$ cat src/rtl/tqs_pkg.sv
// Package for the tone queue sequencer: field widths, fixed constants,
// the queue entry type and the sequencer state type. No dependencies.
package tqs_pkg;

    localparam int FREQ_W = 20;
    localparam int DUR_W  = 24;
    localparam int CMP_W  = 19;

    localparam logic [FREQ_W-1:0] TIMER_CLOCK_HZ  = 20'd1000000;
    localparam logic [FREQ_W-1:0] PERIOD_AT_RESET = 20'd50000;

    localparam int DIV_STEPS = FREQ_W;
    localparam int DIV_CNT_W = $clog2(DIV_STEPS);

    typedef struct packed {
        logic [FREQ_W-1:0] freq;
        logic [DUR_W-1:0]  dur;
    } t_note;

    typedef enum logic [1:0] {
        S_IDLE,
        S_READ,
        S_DIV,
        S_DONE
    } t_state;

endpackage

$ cat src/rtl/tone_queue_sequencer.sv
// Tone queue sequencer top level: request control, note queue and output
// register. Depends on tqs_pkg, tqs_note_ram and tqs_divider.
//
// Input channel (i_in_valid / o_in_stall) carries one request: i_func 0
// enqueues a note (i_note_freq, i_note_duration), i_func 1 is a 1 ms tick.
// Output channel (o_out_valid / i_out_stall) returns exactly one result per
// request: o_accepted, o_period_value, o_compare_value, o_load_strobe and
// o_playing.
// One request is in flight at a time. Enqueue and ticks that pop nothing
// go from idle to the done state; a pop of a silent note passes a read
// state, and a pop of a tone also waits in a divide state on the divider,
// which produces one period bit per cycle. The result goes to the output
// register once free; a new request is taken while that result still waits.
// If the receiver stalls with a result pending, the next finished result
// waits in place and o_in_stall stays high until the output register frees.
// Reset empties the queue, clears the remaining time and compare value and
// sets the period to 50000. Queue contents are not cleared.
module tone_queue_sequencer #(
    parameter int QUEUE_DEPTH = 8
) (
    input  logic                       i_clk,
    input  logic                       i_rst_n,
    input  logic                       i_in_valid,
    output logic                       o_in_stall,
    input  logic                       i_func,
    input  logic [tqs_pkg::FREQ_W-1:0] i_note_freq,
    input  logic [tqs_pkg::DUR_W-1:0]  i_note_duration,
    output logic                       o_out_valid,
    input  logic                       i_out_stall,
    output logic                       o_accepted,
    output logic [tqs_pkg::FREQ_W-1:0] o_period_value,
    output logic [tqs_pkg::CMP_W-1:0]  o_compare_value,
    output logic                       o_load_strobe,
    output logic                       o_playing
);
    import tqs_pkg::*;

    localparam int AW = $clog2(QUEUE_DEPTH);
    localparam logic [AW-1:0] LAST_IDX = AW'(QUEUE_DEPTH - 1);

    t_state            r_state, n_state;
    logic [AW-1:0]     r_rd_idx, n_rd_idx;
    logic [AW-1:0]     r_wr_idx, n_wr_idx;
    logic [DUR_W-1:0]  r_rem, n_rem;
    logic [FREQ_W-1:0] r_period, n_period;
    logic [CMP_W-1:0]  r_compare, n_compare;
    logic              r_res_acc, n_res_acc;
    logic              r_res_strobe, n_res_strobe;
    logic              r_out_valid, n_out_valid;

    logic              r_out_accepted;
    logic [FREQ_W-1:0] r_out_period;
    logic [CMP_W-1:0]  r_out_compare;
    logic              r_out_strobe;
    logic              r_out_playing;

    logic              ram_we;
    logic              ram_re;
    t_note             ram_wdata;
    t_note             ram_rdata;
    logic              div_start;
    logic              div_done;
    logic [FREQ_W-1:0] div_quo;

    logic [AW-1:0]     wr_next;
    logic [AW-1:0]     rd_next;
    logic [DUR_W-1:0]  rem_dec;
    logic              out_load;

    assign wr_next   = (r_wr_idx == LAST_IDX) ? '0 : r_wr_idx + 1'b1;
    assign rd_next   = (r_rd_idx == LAST_IDX) ? '0 : r_rd_idx + 1'b1;
    assign rem_dec   = r_rem - DUR_W'(r_rem != '0);
    assign out_load  = (r_state == S_DONE) && (!r_out_valid || !i_out_stall);
    assign ram_wdata = '{freq: i_note_freq, dur: i_note_duration};

    tqs_note_ram #(
        .DEPTH (QUEUE_DEPTH)
    ) u_note_ram (
        .i_clk   (i_clk),
        .i_we    (ram_we),
        .i_waddr (r_wr_idx),
        .i_wdata (ram_wdata),
        .i_re    (ram_re),
        .i_raddr (r_rd_idx),
        .o_rdata (ram_rdata)
    );

    tqs_divider u_divider (
        .i_clk      (i_clk),
        .i_rst_n    (i_rst_n),
        .i_start    (div_start),
        .i_divisor  (ram_rdata.freq),
        .o_done     (div_done),
        .o_quotient (div_quo)
    );

    always_comb begin
        n_state      = r_state;
        n_rd_idx     = r_rd_idx;
        n_wr_idx     = r_wr_idx;
        n_rem        = r_rem;
        n_period     = r_period;
        n_compare    = r_compare;
        n_res_acc    = r_res_acc;
        n_res_strobe = r_res_strobe;
        n_out_valid  = out_load || (r_out_valid && i_out_stall);
        ram_we       = 1'b0;
        ram_re       = 1'b0;
        div_start    = 1'b0;

        case (r_state)
            S_IDLE: begin
                if (i_in_valid) begin
                    n_res_acc    = 1'b0;
                    n_res_strobe = 1'b0;
                    n_state      = S_DONE;
                    if (!i_func) begin
                        if (wr_next != r_rd_idx) begin
                            ram_we    = 1'b1;
                            n_wr_idx  = wr_next;
                            n_res_acc = 1'b1;
                        end
                    end else begin
                        n_rem = rem_dec;
                        if (r_rem != '0 && rem_dec == '0) begin
                            n_compare = '0;
                        end
                        if (rem_dec == '0 && r_rd_idx != r_wr_idx) begin
                            ram_re   = 1'b1;
                            n_rd_idx = rd_next;
                            n_state  = S_READ;
                        end
                    end
                end
            end
            S_READ: begin
                n_rem = ram_rdata.dur;
                if (ram_rdata.freq == '0) begin
                    n_compare = '0;
                    n_state   = S_DONE;
                end else begin
                    div_start = 1'b1;
                    n_state   = S_DIV;
                end
            end
            S_DIV: begin
                if (div_done) begin
                    n_period     = div_quo;
                    n_compare    = div_quo[FREQ_W-1:1];
                    n_res_strobe = 1'b1;
                    n_state      = S_DONE;
                end
            end
            S_DONE: begin
                if (out_load) begin
                    n_state = S_IDLE;
                end
            end
            default: begin
                n_state = S_IDLE;
            end
        endcase
    end

    always_ff @(posedge i_clk) begin
        if (!i_rst_n) begin
            r_state      <= S_IDLE;
            r_rd_idx     <= '0;
            r_wr_idx     <= '0;
            r_rem        <= '0;
            r_period     <= PERIOD_AT_RESET;
            r_compare    <= '0;
            r_res_acc    <= 1'b0;
            r_res_strobe <= 1'b0;
            r_out_valid  <= 1'b0;
        end else begin
            r_state      <= n_state;
            r_rd_idx     <= n_rd_idx;
            r_wr_idx     <= n_wr_idx;
            r_rem        <= n_rem;
            r_period     <= n_period;
            r_compare    <= n_compare;
            r_res_acc    <= n_res_acc;
            r_res_strobe <= n_res_strobe;
            r_out_valid  <= n_out_valid;
        end
    end

    always_ff @(posedge i_clk) begin
        if (out_load) begin
            r_out_accepted <= r_res_acc;
            r_out_period   <= r_period;
            r_out_compare  <= r_compare;
            r_out_strobe   <= r_res_strobe;
            r_out_playing  <= (r_rem != '0);
        end
    end

    assign o_in_stall      = (r_state != S_IDLE);
    assign o_out_valid     = r_out_valid;
    assign o_accepted      = r_out_accepted;
    assign o_period_value  = r_out_period;
    assign o_compare_value = r_out_compare;
    assign o_load_strobe   = r_out_strobe;
    assign o_playing       = r_out_playing;

    a_pop_nonempty: assert property (@(posedge i_clk) disable iff (!i_rst_n)
        ram_re |-> (r_rd_idx != r_wr_idx))
        else $error("queue read issued while empty");

    a_strobe_half: assert property (@(posedge i_clk) disable iff (!i_rst_n)
        (o_out_valid && o_load_strobe) |-> (o_compare_value == o_period_value[FREQ_W-1:1]))
        else $error("strobed compare is not half the period");

    a_enq_no_strobe: assert property (@(posedge i_clk) disable iff (!i_rst_n)
        (o_out_valid && o_accepted) |-> !o_load_strobe)
        else $error("enqueue result carries a load strobe");

    a_div_in_div: assert property (@(posedge i_clk) disable iff (!i_rst_n)
        div_done |-> (r_state == S_DIV))
        else $error("divider finished outside the divide state");

endmodule

$ cat src/rtl/tqs_note_ram.sv
// Note queue storage: one write port, one read port, registered read data.
// Depends on tqs_pkg for the entry type.
module tqs_note_ram #(
    parameter int DEPTH = 8,
    localparam int AW = $clog2(DEPTH)
) (
    input  logic           i_clk,
    input  logic           i_we,
    input  logic [AW-1:0]  i_waddr,
    input  tqs_pkg::t_note i_wdata,
    input  logic           i_re,
    input  logic [AW-1:0]  i_raddr,
    output tqs_pkg::t_note o_rdata
);
    import tqs_pkg::*;

    t_note r_mem [DEPTH];
    t_note r_rdata;

    always_ff @(posedge i_clk) begin
        if (i_we) begin
            r_mem[i_waddr] <= i_wdata;
        end
    end

    always_ff @(posedge i_clk) begin
        if (i_re) begin
            r_rdata <= r_mem[i_raddr];
        end
    end

    assign o_rdata = r_rdata;

endmodule

$ cat src/rtl/tqs_divider.sv
// Bit-serial restoring divider: TIMER_CLOCK_HZ / divisor, one quotient bit
// per cycle. Depends on tqs_pkg for widths and the dividend constant.
module tqs_divider (
    input  logic                      i_clk,
    input  logic                      i_rst_n,
    input  logic                      i_start,
    input  logic [tqs_pkg::FREQ_W-1:0] i_divisor,
    output logic                      o_done,
    output logic [tqs_pkg::FREQ_W-1:0] o_quotient
);
    import tqs_pkg::*;

    logic                 r_busy;
    logic                 r_done;
    logic [DIV_CNT_W-1:0] r_cnt;
    logic [FREQ_W-1:0]    r_rem;
    logic [FREQ_W-1:0]    r_quo;
    logic [FREQ_W-1:0]    r_dvs;
    logic [FREQ_W:0]      trial;
    logic                 fits;

    assign trial = {r_rem, r_quo[FREQ_W-1]};
    assign fits  = trial >= {1'b0, r_dvs};

    always_ff @(posedge i_clk) begin
        if (!i_rst_n) begin
            r_busy <= 1'b0;
            r_done <= 1'b0;
            r_cnt  <= '0;
        end else begin
            r_done <= 1'b0;
            if (i_start) begin
                r_busy <= 1'b1;
                r_cnt  <= DIV_CNT_W'(DIV_STEPS - 1);
            end else if (r_busy) begin
                r_cnt <= r_cnt - 1'b1;
                if (r_cnt == '0) begin
                    r_busy <= 1'b0;
                    r_done <= 1'b1;
                end
            end
        end
    end

    always_ff @(posedge i_clk) begin
        if (i_start) begin
            r_rem <= '0;
            r_quo <= TIMER_CLOCK_HZ;
            r_dvs <= i_divisor;
        end else if (r_busy) begin
            r_rem <= fits ? FREQ_W'(trial - {1'b0, r_dvs}) : trial[FREQ_W-1:0];
            r_quo <= {r_quo[FREQ_W-2:0], fits};
        end
    end

    assign o_done     = r_done;
    assign o_quotient = r_quo;

endmodule
$ cat config.mk
export PLATFORM = sky130hd
export DESIGN_NAME = tone_queue_sequencer
export DESIGN_NICKNAME = d
export VERILOG_FILES = /design/src/rtl/tqs_pkg.sv /design/src/rtl/tone_queue_sequencer.sv /design/src/rtl/tqs_note_ram.sv /design/src/rtl/tqs_divider.sv
export SDC_FILE = /design/constraint.sdc
export NUM_CORES = 1
export LEC_CHECK = 0
export BUFFER_PORTS_ARGS = -buffer_cell sky130_fd_sc_hd__buf_2
export CAP_MARGIN = 20
export CORE_ASPECT_RATIO = 0.8
export CORE_UTILIZATION = 58
export CTS_BUF_LIST = sky130_fd_sc_hd__clkbuf_4
export CTS_CLUSTER_DIAMETER = 120
export DETAILED_ROUTE_END_ITERATION = 10
export PLACE_DENSITY = 0.79
export SYNTH_ARGS = -nofsm -noshare
export SYNTH_HDL_FRONTEND = slang
export SYNTH_SLANG_ARGS = --single-unit
$ cat constraint.sdc
create_clock -name i_clk -period 6.4 [get_ports i_clk]
set_input_delay 1.28 -clock i_clk [delete_from_list [all_inputs] [get_ports i_clk]]
set_output_delay 1.28 -clock i_clk [all_outputs]
set_load 0.02 [all_outputs]
==> results of run 1 <==
==> cells in the mapped netlist (6+ instances only) <==
master,n,share of area [%]
a21boi_0,25,0.80
buf_1,15,0.24
o31ai_1,7,0.23
nand2b_1,6,0.16
nor3_1,21,0.45
xor2_1,12,0.45
nor4_1,15,0.40
dfxtp_1,121,10
o31a_1,6,0.23
ha_1,33,1.8
a22oi_1,8,0.26
a21o_1,11,0.35
a21oi_1,47,1.0
nor2_1,66,1.1
a22o_1,19,0.71
xnor2_1,16,0.60
and2_1,13,0.35
o21a_1,6,0.19
inv_1,45,0.72
nor3b_1,8,0.26
edfxtp_1,458,59
nand4_1,7,0.19
nor2b_1,20,0.54
o21ai_0,64,1.4
or3_1,6,0.16
nand3_1,20,0.43
mux2_2,47,2.3
mux4_2,88,8.5
mux2i_1,37,1.6
nand2_1,106,1.7
clkbuf_1,55,0.88
==> cell families after synthesis <==
logic type / after synthesis / synth area share (%)
xor+xnor: 28 / 1.05
simple gates: 315 / 6.75
mux: 172 / 12.3
flops: 579 / 69.3
compound gates: 233 / 6.57
buf+inv: 122 / 2.12
fa+ha+maj: 34 / 1.86
==> sequential cells by signal (all words and copies together) (netlist names), 5 cells and up <==
name and flops:
u_note_ram.r_mem 352, u_note_ram.o_rdata 44, r_rem 24, o_period_value 20
r_period 20, u_divider.o_quotient 20, u_divider.r_dvs 20, u_divider.r_rem 20
o_compare_value 19, r_compare 19, u_divider.r_cnt 5
==> layer usage <==
| layer | share of wire, % | track usage (%) |
|---|---|---|
| met4 | 2.2 | 9.51 |
| met3 | 7.9 | 5.83 |
| met2 | 45 | 33.5 |
| met5 | 0.066 | 0 |
| met1 | 44 | 32.8 |
==> per-stage QoR <==
| step | util (%) | total power [W] |
|---|---|---|
| after global placement | 61.8 | 0.00764 |
| after detailed placement | 61.9 | 0.00773 |
| final | 66.4 | 0.0106 |
| after floorplan | - | 0.00700 |
| after global routing | 66.4 | 0.0113 |
| after CTS | 66.3 | 0.0107 |
==> worst reg2reg max path: cells and delay by family (launching register included) <==
kind                     cells  cell delay [ns]
XOR/XNOR                     1             0.19
AO/OA/AOI/OAI                3             0.99
adder cells (fa/ha/maj)      2             0.55
flip-flops                   1             0.40
buffers and inverters        1             0.06
AND/OR/NAND/NOR              8             2.39
==> final cells by class <==
class	instances	area [um^2]	share of cell area (%)
sequential	579	16200	61.7
multi-input combinational	782	6760	25.7
clock buffer	217	1630	6.21
timing repair buffer	118	696	2.65
tap	536	671	2.55
inverter	45	169	0.643
clock inverter	27	135	0.515
antenna	3	7.51	0.0286
==> layout by cell type (no fill, tap or decap), types with 15 or more instances in the layout <==
cell type  instances
edfxtp_1         458
clkbuf_4         217
dfxtp_1          117
nand2_1          106
buf_2             92
mux4_2            88
nor2_1            64
o21ai_0           63
mux2_2            47
a21oi_1           47
inv_1             45
mux2i_1           37
ha_1              32
buf_4             24
a21boi_0          23
nand3_1           20
nor2b_1           20
nor3_1            19
a22o_1            19
xnor2_1           16
nor4_1            15
==> path summary, 6_finish.rpt <==
| kind | from | endpoint | slack, ns | cells past startpoint |
|---|---|---|---|---|
| min reg2reg | r_compare[10] | o_compare_value[10] | 0.42 | 0 |
| max reg2reg | r_rem[17] | r_compare[16] | 1.73 | 15 |
| max | r_rem[17] | r_compare[16] | 1.73 | 15 |
| min | r_compare[10] | o_compare_value[10] | 0.42 | 0 |
==> power groups by stage <==
stage / Combinational (W) / Clock [W] / Sequential [W]
6_report: 0.00304 / 0.00293 / 0.00466
3_3_place_gp: 0.00292 / 0 / 0.00472
5_1_grt: 0.00336 / 0.00320 / 0.00470
4_1_cts: 0.00301 / 0.00301 / 0.00465
3_5_place_dp: 0.00299 / 0 / 0.00473
2_1_floorplan: 0.00233 / 0 / 0.00467
==> tab_implementation.tex, run 1 <==
\begin{tabular}{lr}
\hline
Metric & Value \\
\hline
\multicolumn{2}{l}{\textbf{Timing}} \\
Final worst path period share & 72.9\% \\
Transition time at the pin with the least slew margin & 1.00 ns \\
Finish-stage setup viols & 0 \\
Final worst slack & 1.73 ns \\
Worst Skew & 0.0593 ns \\
Fmax & 0.214 GHz \\
Setup TNS Final & 0 ns \\
Tmin final & 4.67 ns \\
Unrepaired setup endpoints after global routing & false \\
Number of pins with negative max-slew slack in the final report & 0 \\
Final hold vios & 0 \\
Worst hold slack & 0.418 ns \\
Headroom to the max-slew limit & 33.2\% \\
\multicolumn{2}{l}{\textbf{Power and ir drop}} \\
Net switching power & 0.00351 W \\
Register share of total power & 43.9\% \\
Internal power & 0.00712 W \\
Share of power burned in combinational logic & 28.6\% \\
Pleak & 9.11 nW \\
PD cells & 405 nW/um\^{}2 \\
Maximum vdd drop & 0.000274 V \\
Switching share of power & 33.0\% \\
Share of total power in the clock network & 27.5\% \\
\multicolumn{2}{l}{\textbf{Final layout}} \\
Area Growth Syn to Fin & 12.5\% \\
Final net count & 1,747 \\
Final standard cell area without fillers & 26,300 um\^{}2 \\
Number of fill cells & 2,708 \\
Non-filler cells, final & 2,307 \\
Layout cells sized above 1 & 28.9\% \\
\multicolumn{2}{l}{\textbf{Routing}} \\
Detailed Route WL & 45,500 um \\
Post-route DRC violation count & 0 \\
Routed via count & 13,300 \\
Detail-routed net length per standard cell & 19.7 um \\
Number of vias per cell & 5.79 \\
Antenna violation net count after detailed routing & 0 \\
First-pass iteration count of the detailed router & 5 \\
Drt initial violations & 1,156 \\
\multicolumn{2}{l}{\textbf{Setup path}} \\
Number of buffer and inverter instances along the worst setup path & 1 \\
Biggest fanout along the worst timing path & 19 \\
CP endpoint kind & register \\
CP max stage delay & 0.81 ns \\
Cell class contributing the biggest share of worst-path delay & simple AND/OR/NAND/NOR gates \\
CP startpoint kind & register \\
Library cell contributing the largest single delay on the critical path & nor4\_4 \\
Critical path data required time & 7.13 ns \\
Critical path start-end classification & reg -> reg \\
Worst path cell trace & nor4\_1, nand3\_1, nor2\_1, and4\_1, inv\_1, ha\_1, ha\_1, xor2\_1, nor3\_1, nand3\_1, nor4\_1, o2111ai\_1, o31a\_1, nor4\_4, a22o\_1 \\
Worst EP arrival & 5.40 ns \\
\multicolumn{2}{l}{\textbf{Floorplan}} \\
Placeable core region & 39,500 um\^{}2 \\
I/O pin cnt & 93 \\
Die footprint & 41,000 um\^{}2 \\
Effective utilization at floorplan & 59.0\% \\
Width of the die & 226 um \\
Die height & 181 um \\
Standard-cell row count & 65 \\
\multicolumn{2}{l}{\textbf{Global route}} \\
Aggregate global routing overflow & 0 \\
Maximum number of pins on one net before global-route repair & 62 \\
Initial antenna violation count & 6 \\
Vias in the first global route & 13,400 \\
All-layer global routing usage & 22.9\% \\
Wire length of the first global-routing pass & 71,400 um \\
\multicolumn{2}{l}{\textbf{Run}} \\
Number of maximum-capacitance violations & 0 \\
\multicolumn{2}{l}{\textbf{Yosys}} \\
Mean instance size in the synthesized netlist & 15.7 um\^{}2 \\
Asr flop ratio synth & 0\% \\
Number of synthesized register bits & 579 \\
Top FF cell, synth & edfxtp\_1 \\
Sequential element share of the synthesized area & 69.3\% \\
Number of nets produced by synthesis & 1,566 \\
Post-synthesis cell type count & 66 \\
Post-Syn Instances & 1,483 \\
Synth Cell Area & 23,300 um\^{}2 \\
Number of warnings printed during yosys synthesis & 0 \\
Number of flops mapped to enable cells by yosys & 458 \\
\multicolumn{2}{l}{\textbf{Placement}} \\
Final HPWL from detailed placement & 26,500 um \\
Number of placed instances, taps included & 2,059 \\
Count of port buffers added during placement & 92 \\
Post-place setup slack & 1.89 ns \\
Global placer's final weighted congestion & 0.929 \\
Placed instance area & 24,500 um\^{}2 \\
\multicolumn{2}{l}{\textbf{Clocking}} \\
H-Tree Depth & 4 \\
Number of post-CTS setup repair buffers & 0 \\
Number of sinks on the clock net & 579 \\
Clock Tree Root & clkbuf\_4 \\
CTS Hold Bufs & 0 \\
Clock tree from TritonCTS & built \\
Clock-pin slew on the worst setup and hold paths & 0.08 ns \\
TritonCTS Buffers & 138 \\
Latest clock arrival within the worst-skew pair & 0.84 ns \\
Post-cts resize count & 0 \\
Maximum buffer depth of the clock tree & 3 \\
\multicolumn{2}{l}{\textbf{Hold path}} \\
Hold crit path type & reg -> reg \\
\multicolumn{2}{l}{\textbf{Outcome}} \\
Run status & completed \\
\hline
\end{tabular}
Power figures use the tool's default switching activity.
==> run 2: changes to the inputs <==
Clock period 6.4 ns to 4.15 ns, I/O delays scaled along.
==> run 2 against run 1 <==
Sequential power increased by 54%. Critical path depth shrank 1. Highest routed layer unchanged. Worst setup slack got worse by 1.6 ns. Hold slack worse by 0.17 ns. Die area did not move. Register-to-register slack worse by 1.6 ns. Non-clock buffer count is 12 higher. Sequential share of layout area down 0.46 points. Count of clock-buffer cells in the layout shrank 12.
==> tab_implementation.tex, run 2 (synthesized netlist as in run 1, its figures left out) <==
\begin{tabular}{lr}
\hline
Metric & Value \\
\hline
\multicolumn{2}{l}{\textbf{Clocking}} \\
H-Tree Depth & 4 \\
Clock tree from TritonCTS & built \\
Number of sinks on the clock net & 579 \\
Latest clock arrival within the worst-skew pair & 0.86 ns \\
Clock-pin slew on the worst setup and hold paths & 0.07 ns \\
Maximum buffer depth of the clock tree & 3 \\
TritonCTS Buffers & 140 \\
Clock Tree Root & clkbuf\_4 \\
\multicolumn{2}{l}{\textbf{Placement}} \\
Final HPWL from detailed placement & 27,000 um \\
Global placer's final weighted congestion & 0.908 \\
Count of port buffers added during placement & 92 \\
Placed instance area & 24,600 um\^{}2 \\
Post-place setup slack & 0.0863 ns \\
\multicolumn{2}{l}{\textbf{Final layout}} \\
Max reg flops & 352 \\
Number of fill cells & 2,712 \\
Most frequent standard cell in the layout excluding fill and tap cells & edfxtp\_1 \\
Area Growth Syn to Fin & 13.3\% \\
Layout cells sized above 1 & 29.4\% \\
Most frequent cells in the layout & 458 x edfxtp\_1, 205 x clkbuf\_4, 117 x dfxtp\_1, 106 x nand2\_1, 92 x buf\_2 \\
Final net count & 1,761 \\
Final standard cell area without fillers & 26,400 um\^{}2 \\
Register with the highest flop count & u\_note\_ram.r\_mem \\
\multicolumn{2}{l}{\textbf{Run}} \\
Number of maximum-capacitance violations & 0 \\
\multicolumn{2}{l}{\textbf{Floorplan}} \\
Standard-cell row count & 65 \\
Width of the die & 226 um \\
Die height & 181 um \\
Effective utilization at floorplan & 59.0\% \\
Placeable core region & 39,500 um\^{}2 \\
I/O pin cnt & 93 \\
Die footprint & 41,000 um\^{}2 \\
\multicolumn{2}{l}{\textbf{Setup path}} \\
Critical path start-end classification & reg -> reg \\
Worst EP arrival & 4.65 ns \\
Biggest fanout along the worst timing path & 19 \\
Origin of the critical flop-to-flop path & r\_rem[18] \\
Reg2reg path depth & 14 \\
Cell class contributing the biggest share of worst-path delay & compound AO/OA/AOI/OAI gates \\
CP startpoint kind & register \\
CP max stage delay & 0.46 ns \\
Count of cell instances traversed by the critical path & 14 \\
Worst reg2reg setup slack & 0.18 ns \\
Critical path data required time & 4.83 ns \\
Worst path cell trace & nor4\_1, nand3\_1, nor2\_1, and4\_1, inv\_1, ha\_2, ha\_1, and2\_1, o41a\_1, o32ai\_2, o2111ai\_2, o31a\_1, o31a\_4, a22o\_1 \\
Reg2Reg Capture Point & r\_compare[15] \\
Number of buffer and inverter instances along the worst setup path & 1 \\
Launching instance or port of the critical path & r\_rem[18] \\
Critical Path End & r\_compare[15] \\
CP endpoint kind & register \\
Library cell contributing the largest single delay on the critical path & o31a\_4 \\
\multicolumn{2}{l}{\textbf{Routing}} \\
First-pass iteration count of the detailed router & 5 \\
Detail-routed net length per standard cell & 19.6 um \\
Post-route DRC violation count & 0 \\
Drt initial violations & 1,274 \\
Detailed Route WL & 45,400 um \\
Antenna violation net count after detailed routing & 0 \\
Routed via count & 13,400 \\
Number of vias per cell & 5.77 \\
\multicolumn{2}{l}{\textbf{Timing}} \\
Headroom to the max-slew limit & 29.0\% \\
Fmax & 0.252 GHz \\
Finish-stage setup viols & 0 \\
Tmin final & 3.97 ns \\
Final worst slack & 0.180 ns \\
Final worst path period share & 95.7\% \\
Transition time at the pin with the least slew margin & 1.06 ns \\
Final hold vios & 0 \\
Number of pins with negative max-slew slack in the final report & 0 \\
Worst Skew & 0.0713 ns \\
Unrepaired setup endpoints after global routing & false \\
\multicolumn{2}{l}{\textbf{Power and ir drop}} \\
PD cells & 636 nW/um\^{}2 \\
Pleak & 9.17 nW \\
Maximum vdd drop & 0.000544 V \\
\multicolumn{2}{l}{\textbf{Global route}} \\
Vias in the first global route & 13,200 \\
Aggregate global routing overflow & 0 \\
Maximum number of pins on one net before global-route repair & 75 \\
All-layer global routing usage & 22.8\% \\
Initial antenna violation count & 9 \\
Wire length of the first global-routing pass & 70,800 um \\
\multicolumn{2}{l}{\textbf{Hold path}} \\
Hold crit path type & in -> reg \\
Startpoint of the worst hold path & i\_note\_freq[1] \\
\multicolumn{2}{l}{\textbf{Outcome}} \\
Run status & completed \\
\hline
\end{tabular}
run 2: how the worst min path moves through the flow:
stage                         endpoint  slack, ns  cells after the start
2_1_floorplan               o_accepted       0.41                      0
3_3_place_gp         o_period_value[7]       0.42                      0
3_5_place_dp         o_period_value[3]       0.42                      0
4_1_cts        u_note_ram.r_mem[1][39]       0.17                      1
5_1_grt        u_note_ram.r_mem[6][14]       0.17                      1
6_report       u_note_ram.r_mem[0][25]       0.24                      1
run 2: report_power, final:
| part | switching (W) | internal [W] | total, W |
|---|---|---|---|
| registers | 0.000396 | 0.00677 | 0.00717 |
| clock network | 0.00214 | 0.00239 | 0.00453 |
| logic | 0.00304 | 0.00209 | 0.00513 |
| total | 0.00558 | 0.0112 | 0.0168 |
run 2: per-layer routing:
layer | wire length, um | track usage [%] | vias up | part of all wire [%]
met5 | 41 | 0 | - | 0.090
met4 | 624 | 7.81 | 6 | 1.4
met3 | 3470 | 6.80 | 54 | 7.6
met2 | 20900 | 34.1 | 487 | 46
met1 | 20400 | 31.9 | 6576 | 45
li1 | - | - | 6227 | -
run 2: layout make-up:
class | instances | area, um^2 | area share (%)
flip-flops and latches | 579 | 16200 | 61.2
clock inverters | 31 | 210 | 0.795
well taps | 536 | 671 | 2.54
diodes | 7 | 17.5 | 0.0662
repair buffers | 130 | 828 | 3.13
multi-input cells | 782 | 6830 | 25.8
clock buffers | 205 | 1540 | 5.82
inverters | 45 | 169 | 0.639
run 2: timing repair:
item	4_1_cts	5_1_grt
setup endpoints to repair	0	19
buffers inserted	0	1
gates resized for setup	0	5
hold buffers	0	0
run 2: through the flow:
| step | total power [W] | util [%] | TNS, ns | hold slack, ns | std cells |
|---|---|---|---|---|---|
| CTS | 0.0168 | 66.8 | 0 | 0.167 | 2307 |
| global route | 0.0178 | 66.9 | 0 | 0.166 | 2314 |
| global placement | 0.0121 | 62.3 | 0 | 0.415 | 2070 |
| detailed placement | 0.0122 | 62.3 | 0 | 0.416 | 2071 |
| finish | 0.0168 | 66.9 | 0 | 0.244 | 2315 |
| floorplan | 0.0109 | - | -205.97 | 0.408 | 1483 |
==> run 3: changes to the inputs <==
Settings changed: CORE_MARGIN set to 1, GPL_TIMING_DRIVEN set to 0, HOLD_SLACK_MARGIN set to 0.03.
==> run 3 against run 2 <==
Wire length up 12%. Power up 1.4%. Global-route usage grew 2.8 points. Via count grew 5.5%. Utilization rose by 1.6 points. Clock power fell by 2%. Combinational power grew 6.8%. Register-to-register slack worse by 0.07 ns. Sequential power about the same. Critical path depth is 5 higher. Final cell count rose by 3.9%. Largest power group unchanged. Highest routed layer unchanged.
==> tab_implementation.tex, run 3 (synthesized netlist as in run 1, its figures left out) <==
\begin{tabular}{lr}
\hline
Metric & Value \\
\hline
\multicolumn{2}{l}{\textbf{Global route}} \\
All-layer global routing usage & 25.6\% \\
Aggregate global routing overflow & 0 \\
Maximum number of pins on one net before global-route repair & 24 \\
Vias in the first global route & 14,200 \\
Wire length of the first global-routing pass & 78,900 um \\
Initial antenna violation count & 6 \\
\multicolumn{2}{l}{\textbf{Timing}} \\
Headroom to the max-slew limit & 25.3\% \\
Number of pins with negative max-slew slack in the final report & 0 \\
Worst Skew & 0.0542 ns \\
Final worst path period share & 97.3\% \\
Unrepaired setup endpoints after global routing & false \\
Fmax & 0.248 GHz \\
Worst hold slack & 0.242 ns \\
Final worst slack & 0.112 ns \\
Tmin final & 4.04 ns \\
Finish-stage setup viols & 0 \\
Transition time at the pin with the least slew margin & 1.11 ns \\
Final hold vios & 0 \\
\multicolumn{2}{l}{\textbf{Routing}} \\
Detailed Route WL & 50,700 um \\
Routed via count & 14,100 \\
Post-route DRC violation count & 0 \\
First-pass iteration count of the detailed router & 5 \\
Drt initial violations & 1,306 \\
Detail-routed net length per standard cell & 21.1 um \\
Number of vias per cell & 5.86 \\
Antenna violation net count after detailed routing & 0 \\
\multicolumn{2}{l}{\textbf{Setup path}} \\
Worst reg2reg setup slack & 0.11 ns \\
Critical path start-end classification & reg -> reg \\
Reg2Reg Capture Point & r\_compare[9] \\
CP startpoint kind & register \\
Critical path data required time & 4.86 ns \\
Biggest fanout along the worst timing path & 10 \\
Origin of the critical flop-to-flop path & r\_rem[7] \\
Worst EP arrival & 4.74 ns \\
CP endpoint kind & register \\
Reg2reg path depth & 19 \\
\multicolumn{2}{l}{\textbf{Power and ir drop}} \\
PD cells & 630 nW/um\^{}2 \\
Internal power & 0.0113 W \\
Switching share of power & 33.8\% \\
Maximum vdd drop & 0.000464 V \\
Net switching power & 0.00577 W \\
Share of power burned in combinational logic & 32.1\% \\
Register share of total power & 41.9\% \\
Share of total power in the clock network & 26.0\% \\
Pleak & 9.42 nW \\
\multicolumn{2}{l}{\textbf{Run}} \\
Number of maximum-capacitance violations & 0 \\
\multicolumn{2}{l}{\textbf{Floorplan}} \\
Standard-cell row count & 65 \\
I/O pin cnt & 93 \\
Width of the die & 226 um \\
Die height & 181 um \\
Die footprint & 41,000 um\^{}2 \\
Placeable core region & 39,500 um\^{}2 \\
Effective utilization at floorplan & 59.0\% \\
\multicolumn{2}{l}{\textbf{Clocking}} \\
Clock Tree Root & clkbuf\_4 \\
Number of sinks on the clock net & 579 \\
Clock tree from TritonCTS & built \\
Latest clock arrival within the worst-skew pair & 0.85 ns \\
TritonCTS Buffers & 137 \\
Clock-pin slew on the worst setup and hold paths & 0.07 ns \\
H-Tree Depth & 4 \\
Maximum buffer depth of the clock tree & 3 \\
CTS Hold Bufs & 0 \\
\multicolumn{2}{l}{\textbf{Final layout}} \\
Most frequent standard cell in the layout excluding fill and tap cells & edfxtp\_1 \\
Number of fill cells & 2,636 \\
Register with the highest flop count & u\_note\_ram.r\_mem \\
Final net count & 1,847 \\
Max reg flops & 352 \\
Layout cells sized above 1 & 28.8\% \\
Area Growth Syn to Fin & 16.0\% \\
Most frequent cells in the layout & 458 x edfxtp\_1, 200 x clkbuf\_4, 118 x dfxtp\_1, 105 x nand2\_1, 93 x buf\_2 \\
\multicolumn{2}{l}{\textbf{Placement}} \\
Global placer's final weighted congestion & 0.914 \\
Count of port buffers added during placement & 92 \\
Post-place setup slack & -0.349 ns \\
Final HPWL from detailed placement & 34,000 um \\
\multicolumn{2}{l}{\textbf{Hold path}} \\
Hold Path End & u\_note\_ram.r\_mem[6][37] \\
Number of stages on the worst hold path & 1 \\
Hold crit path type & in -> reg \\
Startpoint of the worst hold path & i\_note\_freq[13] \\
\multicolumn{2}{l}{\textbf{Outcome}} \\
Run status & completed \\
\hline
\end{tabular}
[run 3: per-stage QoR]
stage | area [um^2] | utilization, % | TNS (ns) | std cells | power (W)
after floorplan | 23400 | - | -205.97 | 1483 | 0.0109
after global placement | 24500 | 62.1 | -1246.61 | 2111 | 0.0120
after detailed placement | 25200 | 63.7 | -16.34 | 2148 | 0.0122
after CTS | 27000 | 68.2 | 0 | 2395 | 0.0168
after global routing | 27100 | 68.5 | 0 | 2403 | 0.0181
final | 27100 | 68.5 | 0 | 2405 | 0.0171
[run 3: layer usage]
layer	track usage [%]	routed length, um
met3	7.04	4390
met1	35.4	21500
met5	0	37
met2	39.5	23900
met4	8.49	863
[run 3: worst max-delay path, cell delays in order (launching register included)]
cell	delay [ns]
dfxtp_1	0.30
buf_6	0.13
nor4_4	0.37
nand2_4	0.12
nor2_2	0.11
and4_1	0.20
inv_1	0.09
ha_4	0.19
ha_4	0.15
clkbuf_8	0.16
xor2_1	0.14
nor3_1	0.13
nand3_1	0.11
nor4_2	0.34
o2111ai_2	0.22
o31a_1	0.37
o31a_1	0.30
buf_6	0.15
buf_6	0.14
a22o_1	0.22
[run 3: final cells by class]
type | count | area (um^2) | share of cell area, %
Tap cell | 536 | 671 | 2.48
Buffer | 76 | 347 | 1.28
Clock inverter | 42 | 211 | 0.781
Multi-Input combinational cell | 782 | 6840 | 25.3
Timing Repair Buffer | 143 | 1150 | 4.26
Clock buffer | 199 | 1490 | 5.52
Antenna cell | 3 | 7.51 | 0.0277
Inverter | 45 | 169 | 0.624
Sequential cell | 579 | 16200 | 59.8
[run 3: power by group through the flow]
stage / Sequential [W] / Clock, W / Combinational (W)
finish: 0.00715 / 0.00443 / 0.00548
global route: 0.00720 / 0.00485 / 0.00603
CTS: 0.00712 / 0.00454 / 0.00510
detailed placement: 0.00723 / 0 / 0.00498
global placement: 0.00722 / 0 / 0.00479
floorplan: 0.00719 / 0 / 0.00371
[run 3: worst max-delay path by stage]
stage / startpoint / endpoint / cells after the start
after CTS: r_rem[18] / r_compare[15] / 16
after global routing: r_rem[7] / r_compare[14] / 19
after floorplan: r_wr_idx[0] / u_note_ram.r_mem[3][0] / 9
after global placement: r_rd_idx[1] / u_note_ram.r_mem[3][15] / 7
final: r_rem[7] / r_compare[9] / 19
after detailed placement: r_rem[17] / r_rd_idx[1] / 18
[run 3: timing repair]
action | in CTS | in global routing
pin swaps | 5 | 9
buffers inserted | 7 | 6
cloned | 0 | 0
gates resized for setup | 7 | 13
setup endpoints to repair | 62 | 54
